`config.mk`:
```
export PLATFORM = sky130hd
export DESIGN_NAME = dmc_ctrl
export DESIGN_NICKNAME = d
export VERILOG_FILES = /design/src/rtl/dmc_pkg.sv /design/src/rtl/dmc_ctrl.sv
export SDC_FILE = /design/constraint.sdc
export NUM_CORES = 1
export LEC_CHECK = 0
export BUFFER_PORTS_ARGS = -buffer_cell sky130_fd_sc_hd__buf_2
export CAP_MARGIN = 10
export CORE_AREA = 2 2 39 41
export CTS_CLUSTER_SIZE = 16
export DETAILED_ROUTE_END_ITERATION = 8
export DIE_AREA = 0 0 41 43
export GPL_TIMING_DRIVEN = 0
export REMOVE_ABC_BUFFERS = 1
export SETUP_SLACK_MARGIN = 0.05
export SLEW_MARGIN = 20
export SYNTH_ARGS = -nofsm -noshare
export SYNTH_HDL_FRONTEND = slang
export SYNTH_SLANG_ARGS = --single-unit
export TNS_END_PERCENT = 5
```
`constraint.sdc`:
```
create_clock -name clk_i -period 2.2 [get_ports clk_i]
set_clock_uncertainty 0.1 [all_clocks]
set_input_delay 0 -clock clk_i [delete_from_list [all_inputs] [get_ports clk_i]]
set_output_delay 0 -clock clk_i [all_outputs]
set_load 0.01 [all_outputs]
```
`src/rtl/dmc_pkg.sv`:
```
`timescale 1ns / 1ps
// Shared types and constants for the direct-mapped cache read unit.
// No dependencies.
package dmc_pkg;

  localparam int ADDR_W = 12;
  localparam int DATA_W = 8;
  localparam int TAG_W  = 8;
  localparam int CNT_W  = 32;

  localparam logic [TAG_W-1:0]  TAG_INVALID   = 8'hFF;
  localparam logic [DATA_W-1:0] PENALTY_RESET = 8'd10;

  // Request kinds carried on req_type
  localparam logic REQ_PRELOAD = 1'b0;
  localparam logic REQ_READ    = 1'b1;

  // Commands from the controller to the datapath
  typedef struct packed {
    logic accept;    // capture request fields
    logic preload;   // write backing memory from the input beat
    logic lookup;    // tag compare, counter update, tag install on miss
    logic fill_clr;  // restart the line copy counter
    logic fill;      // advance the line copy by one byte
    logic line_rd;   // read the requested byte from the line store
    logic load_out;  // load the output register
  } dmc_cmd_t;

  // Status from the datapath to the controller
  typedef struct packed {
    logic hit;
    logic fill_last;
  } dmc_sts_t;

endpackage

```
`src/rtl/dmc_ctrl.sv`:
```
`timescale 1ns / 1ps
// Controller state machine for the cache read unit: handshakes and sequencing.
// Depends on dmc_pkg; commands dmc_datapath.
module dmc_ctrl (
  input  logic                  clk_i,
  input  logic                  rst_ni,
  input  logic                  in_valid_i,
  output logic                  in_stall_o,
  input  logic                  req_type_i,
  output logic                  out_valid_o,
  input  logic                  out_stall_i,
  input  dmc_pkg::dmc_sts_t     sts_i,
  output dmc_pkg::dmc_cmd_t     cmd_o
);

  typedef enum logic [2:0] {
    S_IDLE,
    S_LOOKUP,
    S_FILL,
    S_READ,
    S_RESP
  } state_e;

  state_e state_q, state_d;
  logic   out_valid_q, out_valid_d;
  logic   in_acc;
  logic   out_free;

  assign in_stall_o = (state_q != S_IDLE);
  assign in_acc     = in_valid_i && !in_stall_o;
  assign out_free   = !out_valid_q || !out_stall_i;

  always_comb begin
    cmd_o       = '0;
    state_d     = state_q;
    out_valid_d = out_valid_q && out_stall_i;
    case (state_q)
      S_IDLE: begin
        cmd_o.accept  = in_acc;
        cmd_o.preload = in_acc && (req_type_i == dmc_pkg::REQ_PRELOAD);
        if (in_acc && (req_type_i == dmc_pkg::REQ_READ)) begin
          state_d = S_LOOKUP;
        end
      end
      S_LOOKUP: begin
        cmd_o.lookup   = 1'b1;
        cmd_o.fill_clr = 1'b1;
        state_d        = sts_i.hit ? S_READ : S_FILL;
      end
      S_FILL: begin
        cmd_o.fill = 1'b1;
        if (sts_i.fill_last) begin
          state_d = S_READ;
        end
      end
      S_READ: begin
        cmd_o.line_rd = 1'b1;
        state_d       = S_RESP;
      end
      S_RESP: begin
        // hold until the output register can take the beat
        if (out_free) begin
          cmd_o.load_out = 1'b1;
          out_valid_d    = 1'b1;
          state_d        = S_IDLE;
        end
      end
      default: begin
        state_d = S_IDLE;
      end
    endcase
  end

  always_ff @(posedge clk_i or negedge rst_ni) begin
    if (!rst_ni) begin
      state_q     <= S_IDLE;
      out_valid_q <= 1'b0;
    end else begin
      state_q     <= state_d;
      out_valid_q <= out_valid_d;
    end
  end

  assign out_valid_o = out_valid_q;

`ifndef SYNTHESIS
  a_load_sets_valid: assert property (@(posedge clk_i) disable iff (!rst_ni)
    cmd_o.load_out |=> out_valid_q)
    else $error("output beat lost after load");

  a_no_overwrite: assert property (@(posedge clk_i) disable iff (!rst_ni)
    cmd_o.load_out |-> !(out_valid_q && out_stall_i))
    else $error("stalled output beat overwritten");

  a_read_to_lookup: assert property (@(posedge clk_i) disable iff (!rst_ni)
    (in_acc && (req_type_i == dmc_pkg::REQ_READ)) |=> (state_q == S_LOOKUP))
    else $error("accepted read did not reach lookup");

  a_fill_to_read: assert property (@(posedge clk_i) disable iff (!rst_ni)
    (state_q == S_FILL && sts_i.fill_last) |=> (state_q == S_READ))
    else $error("line copy did not finish into read");
`endif

endmodule

```
==> run metrics, run 1 <==
global-route wire length before repair ~860 microns; Nets 52; largest net degree at the start of global routing 10; total setup buffers inserted after CTS 0; dominant synthesized flop cell dfrtp_1; Pins Over Slew Limit 0; Rel. slew slack between 80% and 90%; min-delay src req_type_i; CTS sink count 4; pwr dens roughly 1300 nW/um^2; status completed; final hold vios 0; top-count cell post-synth dfrtp_1; Die Ht 43 microns; n_diodes 0; setup_tns 0 ns; vias in the first global route around 230; Post-synth EDFFs 0; Synth Register Bits 4; fin crit share about three quarters; Max VDD drop roughly 0.00036 V; Critical Path Max Stage Delay a little under 0.6 ns; Final Worst Setup Slack around 0.54 ns; WP data required around 2.3 ns; WP data arrival ~1.7 ns; worst slack, placed about 0.97 ns; FMAX between 0.6 and 0.7 GHz; CTS root buf clkbuf_4; drt pass-1 iters 2; asr flop ratio synth between 90% and 100%; Tot GR Track Use 8.367%; crit path cell chain nand2b_1, a221oi_1, dlygate4sd3_1; synth cell count leaders 4 x dfrtp_1, 2 x a21oi_1, 2 x nand2_1, 2 x nor3b_1; fraction of layout cells with a size suffix above 1 around half; Avg Cell Area, Syn about 11 sq um; initial antenna violation count 0; Port Buf Inserts 15; top fanout value on the critical path 9; clock slew at reported path FFs 0.04 ns; Starting Density 16.18%; dominant cell type by area after synthesis dfrtp_1; Routed WL 577 microns; Critical R2R Launch state_q[0]; leakage 0.1980 nW; CP max stage cell dlygate4sd3_1; Setup Viol. Count Final 0; count of cell types in the netlist 15; Critical Path Source state_q[0]; Core Footprint 1384 sq um; Power Total 0.4905 mW; grt ovf 0; Ys Warns 0; CP startpoint kind register; post-layout minimum cycle time about 1.7 ns; htree depth 1; die area between 1500 and 2000 sq um; share of the synthesized area in the top cell type between 40% and 50%; Clock Path Buffers 2; die width slightly above 40 microns; I/O Pins 16; max cap viols 0; drc violations 0; Routed WL per cell about 9.8 microns; Synth Cell Area between 200 and 250 sq um; Final GP Congestion 0.6652; via count 242; vias per cell ~4; Rows 14; CP endpoint kind register; sequential area share after synthesis between 40 and 50%; DRT antenna net count 0; Area Overhead vs Synth 71.51%; CTS buffer count 3; largest cells by area after synthesis dfrtp_1 45%, nor3b_1 6.7%, nor4b_2 6.7%; Slew @ Worst Pin about 0.28 ns; WS Path Type register to register; hpwl dp approximately 390 microns; Hold WC Path Type input pin to primary output; Starting DRT DRC Count 1; CTS tree yes; Skew-Pair Late Insertion Delay between 0.2 and 0.25 ns; setup repair after global routing missed its margin false; Cells after Synth 21
-- per-stage QoR --
| step | instances | hold WS, ns | util, % | area, sq um |
|---|---|---|---|---|
| 6_report | 59 | 0.1469 | 27.76 | 384.1 |
| 5_1_grt | 59 | 0.1648 | 27.76 | 384.1 |
| 4_1_cts | 59 | 0.1504 | 27.76 | 384.1 |
| 3_5_place_dp | 51 | -0.2932 | 22.51 | 311.5 |
| 3_3_place_gp | 51 | -0.2926 | 22.51 | 311.5 |
| 2_1_floorplan | 20 | -0.3956 | - | 216.5 |
-- layout make-up --
class	count	area, sq um
tap	16	20.02
sequential	4	100.1
multi-input combinational	16	116.4
fill	149	999.7
timing repair buffer	20	125.1
clock buffer	3	22.52
-- registers in the layout, indices dropped and copies added, names as in the netlist --
| name | flops |
|---|---|
| out_valid_o | 1 |
| state_q | 3 |
-- cells in the final DEF (no fill, tap or decap), drive strengths merged, types with 2 or more instances in the layout --
cell,count
nor3b,2
a21oi,2
nand2,2
clkbuf,3
dlygate4sd3,5
buf,15
dfrtp,4
-- power breakdown --
part | switching (mW) | total (mW) | internal (mW)
combinational | 0.101 | 0.238 | 0.137
clock | 0.0309 | 0.0920 | 0.0611
sequential | 0.0532 | 0.160 | 0.107
-- critical path, delay by kind of cell (launching register included) --
kind	cells	cell delay (ns)
buffers and inverters	1	0.58
AO/OA/AOI/OAI	1	0.28
flip-flops	1	0.45
AND/OR/NAND/NOR	1	0.18
-- worst paths after layout --
check / to / slack, ns / cells past startpoint
worst min-delay path: cmd_o[5] / 0.15 / 3
worst max-delay path: state_q[0] / 0.54 / 3
max in group asynchronous: state_q[0] / 1.28 / 3
worst min register to register: out_valid_o / 0.43 / 2
min in group asynchronous: state_q[2] / 0.55 / 3
worst max register to register: state_q[0] / 0.54 / 3
-- routing by layer --
layer  up-vias  wire length [microns]  track usage (%)
met5         -                      0                0
met4         0                      0            12.00
met3         0                     28            3.141
met2         7                    304            10.63
li1        120                      -                -
met1       115                    244            8.143
-- timing repair --
action                                 CTS  global route
resized for setup                        0             0
hold buffers                             5             0
endpoints found under the hold margin    7             0
-- logic make-up after synthesis --
kind of cell    after synthesis  synth area share (%)
buf+inv                       1                 3.353
simple gates                 12                 40.23
compound gates                4                 11.73
flops                         4                 44.69
(Power assumes the default switching activity.)
==> run 2: changes to the inputs <==
==> constraint.sdc (replaced) <==
create_clock -name clk_i -period 1.7 [get_ports clk_i]
set_clock_uncertainty 0.1 [all_clocks]
set_input_delay 0 -clock clk_i [delete_from_list [all_inputs] [get_ports clk_i]]
set_output_delay 0 -clock clk_i [all_outputs]
set_load 0.01 [all_outputs]
==> run 2 against run 1 <==
  * Sequential cell count unchanged
  * Register-to-register slack worse by 0.03 ns
  * Non-clock buffer count increased by 1
  * First-iteration DRC count grew 100%
  * Sequential share of layout area fell by 0.66 points
  * Global-route usage shrank 0.71 points
  * Critical path depth unchanged
  * Clock power grew 29%
  * Sequential power grew 29%
  * Critical endpoint is now cmd_o[0]
  * Largest power group unchanged
==> run metrics, run 2 (synthesis gave the netlist of run 1 again) <==
area post-placement just over 300 sq um; WS Path Type register to primary output; drt pass-1 iters 2; Clock Path Buffers 2; Max VDD drop between 0.0004 and 0.0005 V; I/O Pins 16; Critical Path Max Stage Delay roughly 0.44 ns; Final Worst Setup Slack approximately 0.23 ns; post-route core utilization ~28%; min-delay src sts_i[1]; status completed; FILL cells ~140; pwr dens 1549 nW/um^2; n_diodes 0; CP endpoint kind primary output; Routed WL ~560 microns; die area about 1800 sq um; CTS buffer count 3; top fanout value on the critical path 8; clock slew at reported path FFs ~0.04 ns; worst reg2reg path depth 2; Tot GR Track Use approximately 7.7%; Starting DRT DRC Count 2; drc violations 0; Rel. slew slack approximately four fifths; Area Overhead vs Synth 75.98%; vias per cell about 4.0; hpwl dp around 390 microns; DRT antenna net count 0; Setup Viol. Count Final 0; Starting Density 16.18%; vias in the first global route roughly 220; grt ovf 0; fin area a little under 400 sq um; CTS tree yes; CTS root buf clkbuf_4; CP max stage cell dfrtp_1; Slew @ Worst Pin between 0.2 and 0.3 ns; WHS Endpoint state_q[0]; worst-case hold slack 0.02625 ns; commonest non-fill, non-tap cell in the layout buf_2; worst slack, placed around 0.47 ns; max cap viols 0; WP data required approximately 1.6 ns; leakage between 0.2 and 0.25 nW; Port Buf Inserts 15; total setup buffers inserted after CTS 0; post-layout minimum cycle time roughly 1.5 ns; setup_tns 0 ns; fraction of layout cells with a size suffix above 1 50.00%; CP startpoint kind register; Skew-Pair Late Insertion Delay about 0.24 ns; Rows 14; fin crit share between 80% and 90%; die width between 40 and 50 microns; WP data arrival about 1.4 ns; Nets between 50 and 60; Hold WC Path Type input pin to register; # hold bufs at CTS 6; CTS sink count 4; Hold Crit Depth 3; largest net degree at the start of global routing 10; Routed WL per cell ~9.3 microns; register-to-register path setup slack between 0.5 and 0.6 ns; Critical R2R Launch state_q[1]; htree depth 1; Final GP Congestion around 0.67; crit path cell chain or3b_1, a21oi_1, buf_2; FMAX 0.6800 GHz; reg2reg end state_q[2]; final hold vios 0; Core Footprint roughly 1400 sq um; Die Ht 43 microns; most frequent cells in the layout 15 x buf_2, 6 x dlygate4sd3_1, 4 x dfrtp_1; initial antenna violation count 0; Most flops, register state_q; max reg flops 3; setup repair after global routing missed its margin false; via count approximately 240; Pins Over Slew Limit 0; post_cts resized 0; global-route wire length before repair 793 microns
-- run 2: cell types whose count changed in the layout (fill, tap and decap cells not counted) --
| cell | before | now |
|---|---|---|
| dlygate4sd3_1 | 5 | 6 |
-- run 2: worst max-delay path: cells and delay by family, from the launching register on --
family                 cells  cell delay [ns]
flip-flops                 1             0.44
AND/OR/NAND/NOR            1             0.44
buffers and inverters      1             0.14
AO/OA/AOI/OAI              1             0.12
-- run 2: worst max-delay path by stage --
stage / slack [ns] / endpoint / depth (start not counted) / start
floorplan: 0.31 / state_q[1] / 2 / state_q[1]
global placement: 0.47 / cmd_o[0] / 3 / state_q[1]
detailed placement: 0.47 / cmd_o[0] / 3 / state_q[1]
CTS: 0.20 / cmd_o[0] / 3 / state_q[1]
global route: 0.13 / cmd_o[0] / 3 / state_q[0]
finish: 0.23 / cmd_o[0] / 3 / state_q[1]
-- run 2: where the power goes --
group | switching, mW | internal, mW | leakage (nW)
Sequential | 0.0682 | 0.138 | 0.0517
Combinational | 0.125 | 0.160 | 0.136
Clock | 0.0399 | 0.0790 | 0.0138
-- run 2: per-layer routing --
layer | track usage, % | wire length [microns]
met3 | 3.141 | 28
met1 | 7.818 | 247
met4 | 12.00 | 0
met2 | 8.750 | 283
met5 | 0 | 0
-- run 2: cell type report --
cell class                      instances  area [sq um]  share of cell area (%)
Multi-Input combinational cell         16         116.4                   29.52
Tap cell                               16         20.02                   5.079
Timing Repair Buffer                   21         135.1                   34.29
Sequential cell                         4         100.1                   25.40
Clock buffer                            3         22.52                   5.714
-- run 2: per-stage QoR --
stage	power (mW)	std cells
floorplan	0.3704	20
finish	0.6106	60
CTS	0.6264	60
global route	0.6564	60
detailed placement	0.4883	51
global placement	0.4855	51
==> run 3: changes to the inputs <==
--- a/config.mk
+++ b/config.mk
@@ -11,7 +11,6 @@
 export CTS_CLUSTER_SIZE = 16
 export DETAILED_ROUTE_END_ITERATION = 8
 export DIE_AREA = 0 0 41 43
-export GPL_TIMING_DRIVEN = 0
 export REMOVE_ABC_BUFFERS = 1
 export SETUP_SLACK_MARGIN = 0.05
 export SLEW_MARGIN = 20
==> run 3 against run 2 <==
  * Design area decreased by 2.5%
  * Hold slack got worse by 0.022 ns
  * Combinational power about the same
  * Clock power decreased by 4%
  * Total power decreased by 0.83%
  * Register-to-register slack about the same
  * Fmax decreased by 1.3%
  * Critical endpoint unchanged
  * Largest cell class unchanged
==> run metrics, run 3 (synthesis gave the netlist of run 1 again) <==
status completed; commonest non-fill, non-tap cell in the layout buf_2; n_diodes 0; Critical R2R Launch state_q[1]; I/O Pins 16; Area Overhead vs Synth 71.51%; Core Footprint roughly 1400 sq um; fin crit share between 80% and 90%; Die Ht about 43 microns; CTS root buf clkbuf_4; drc violations 0; Starting Density 16.18%; setup_tns 0 ns; via count 231; die area around 1800 sq um; global-route wire length before repair around 770 microns; Rows 14; Nets between 50 and 60; WS Path Type register to primary output; Final GP Congestion slightly below 0.7; Max VDD drop between 0.0004 and 0.0005 V; post_cts resized 0; most frequent cells in the layout 15 x buf_2, 5 x dlygate4sd3_1, 4 x dfrtp_1; Routed WL around 550 microns; Port Buf Inserts 15; setup repair after global routing missed its margin false; Rel. slew slack 82.16%; max cap viols 0; Most flops, register state_q; htree depth 1; final hold vios 0; worst reg2reg path depth 2; Tot GR Track Use about 7.4%; DRT antenna net count 0; FMAX around 0.67 GHz; reg2reg end state_q[2]; leakage 0.1973 nW; CTS buffer count 3; pwr dens 1576 nW/um^2; vias per cell around 3.9; hpwl dp between 400 and 500 microns; Hold WC Path Type input pin to async pin; vias in the first global route between 200 and 250; Slew @ Worst Pin around 0.27 ns; multi-input combinational cell area roughly 120 sq um; CP endpoint kind primary output; post-layout minimum cycle time around 1.5 ns; sequential cell area about 100 sq um; Setup Viol. Count Final 0; max reg flops 3; drt pass-1 iters 4; initial antenna violation count 0; WP data arrival around 1.4 ns; CTS sink count 4; Routed WL per cell between 9 and 10 microns; Pins Over Slew Limit 0; WP data required between 1.5 and 2 ns; Starting DRT DRC Count 2; Clock Path Buffers 2; clock slew at reported path FFs 0.04 ns; largest net degree at the start of global routing 10; post-route core utilization 27.76%; CP startpoint kind register; Skew-Pair Late Insertion Delay 0.23 ns; CTS tree yes; FILL cells around 150; top fanout value on the critical path 8; die width just over 40 microns; grt ovf 0; register-to-register path setup slack just over 0.5 ns; fraction of layout cells with a size suffix above 1 approximately 51%
run 3: report_power, final:
part	switching (mW)	internal (mW)	total, mW	leakage, nW
combinational	0.125	0.159	0.284	0.132
sequential	0.0690	0.138	0.207	0.0517
clock	0.0354	0.0787	0.114	0.0138
run 3: final cells by class:
cell class	count	share of cell area, %
Tap cell	16	5.212
Timing Repair Buffer	20	32.57
Clock buffer	3	5.863
Multi-Input combinational cell	16	30.29
Sequential cell	4	26.06
run 3: what timing repair did:
action | 4_1_cts | 5_1_grt
hold buffers | 5 | 0
endpoints found under the hold margin | 7 | 0
setup buffers | 0 | 0
run 3: layer usage:
metal	global-route usage, %	share of wire, %	wire (microns)	vias up
met1	8.795	44	239	102
met5	0	0	0	-
met3	3.665	7.5	41	0
li1	-	-	-	120
met4	10.00	0	0	0
met2	7.500	49	267	9
run 3: metrics by stage:
step | hold slack, ns | setup slack [ns] | std cells | instance area, sq um | power, mW
finish | 0.003867 | 0.2098 | 59 | 384.1 | 0.6055
global route | 0.03179 | 0.1415 | 59 | 384.1 | 0.6519
CTS | 0.006990 | 0.2012 | 59 | 384.1 | 0.6214
detailed placement | -0.2936 | 0.4541 | 51 | 311.5 | 0.4926
global placement | -0.2906 | 0.4903 | 51 | 311.5 | 0.4849
floorplan | -0.3956 | 0.3149 | 20 | 216.5 | 0.3704
run 3: how the worst max path moves through the flow:
stage | from | end | slack (ns) | cells after the start
2_1_floorplan | state_q[1] | state_q[1] | 0.31 | 2
3_3_place_gp | state_q[1] | cmd_o[0] | 0.49 | 3
3_5_place_dp | state_q[1] | cmd_o[0] | 0.45 | 3
4_1_cts | state_q[1] | cmd_o[0] | 0.20 | 3
5_1_grt | state_q[0] | cmd_o[0] | 0.14 | 3
6_report | state_q[1] | cmd_o[0] | 0.21 | 3
run 3: critical path, stage by stage (launching register included):
cell and delay, ns:
dfrtp_1 0.44, or3b_1 0.44, a21oi_1 0.14, buf_2 0.15
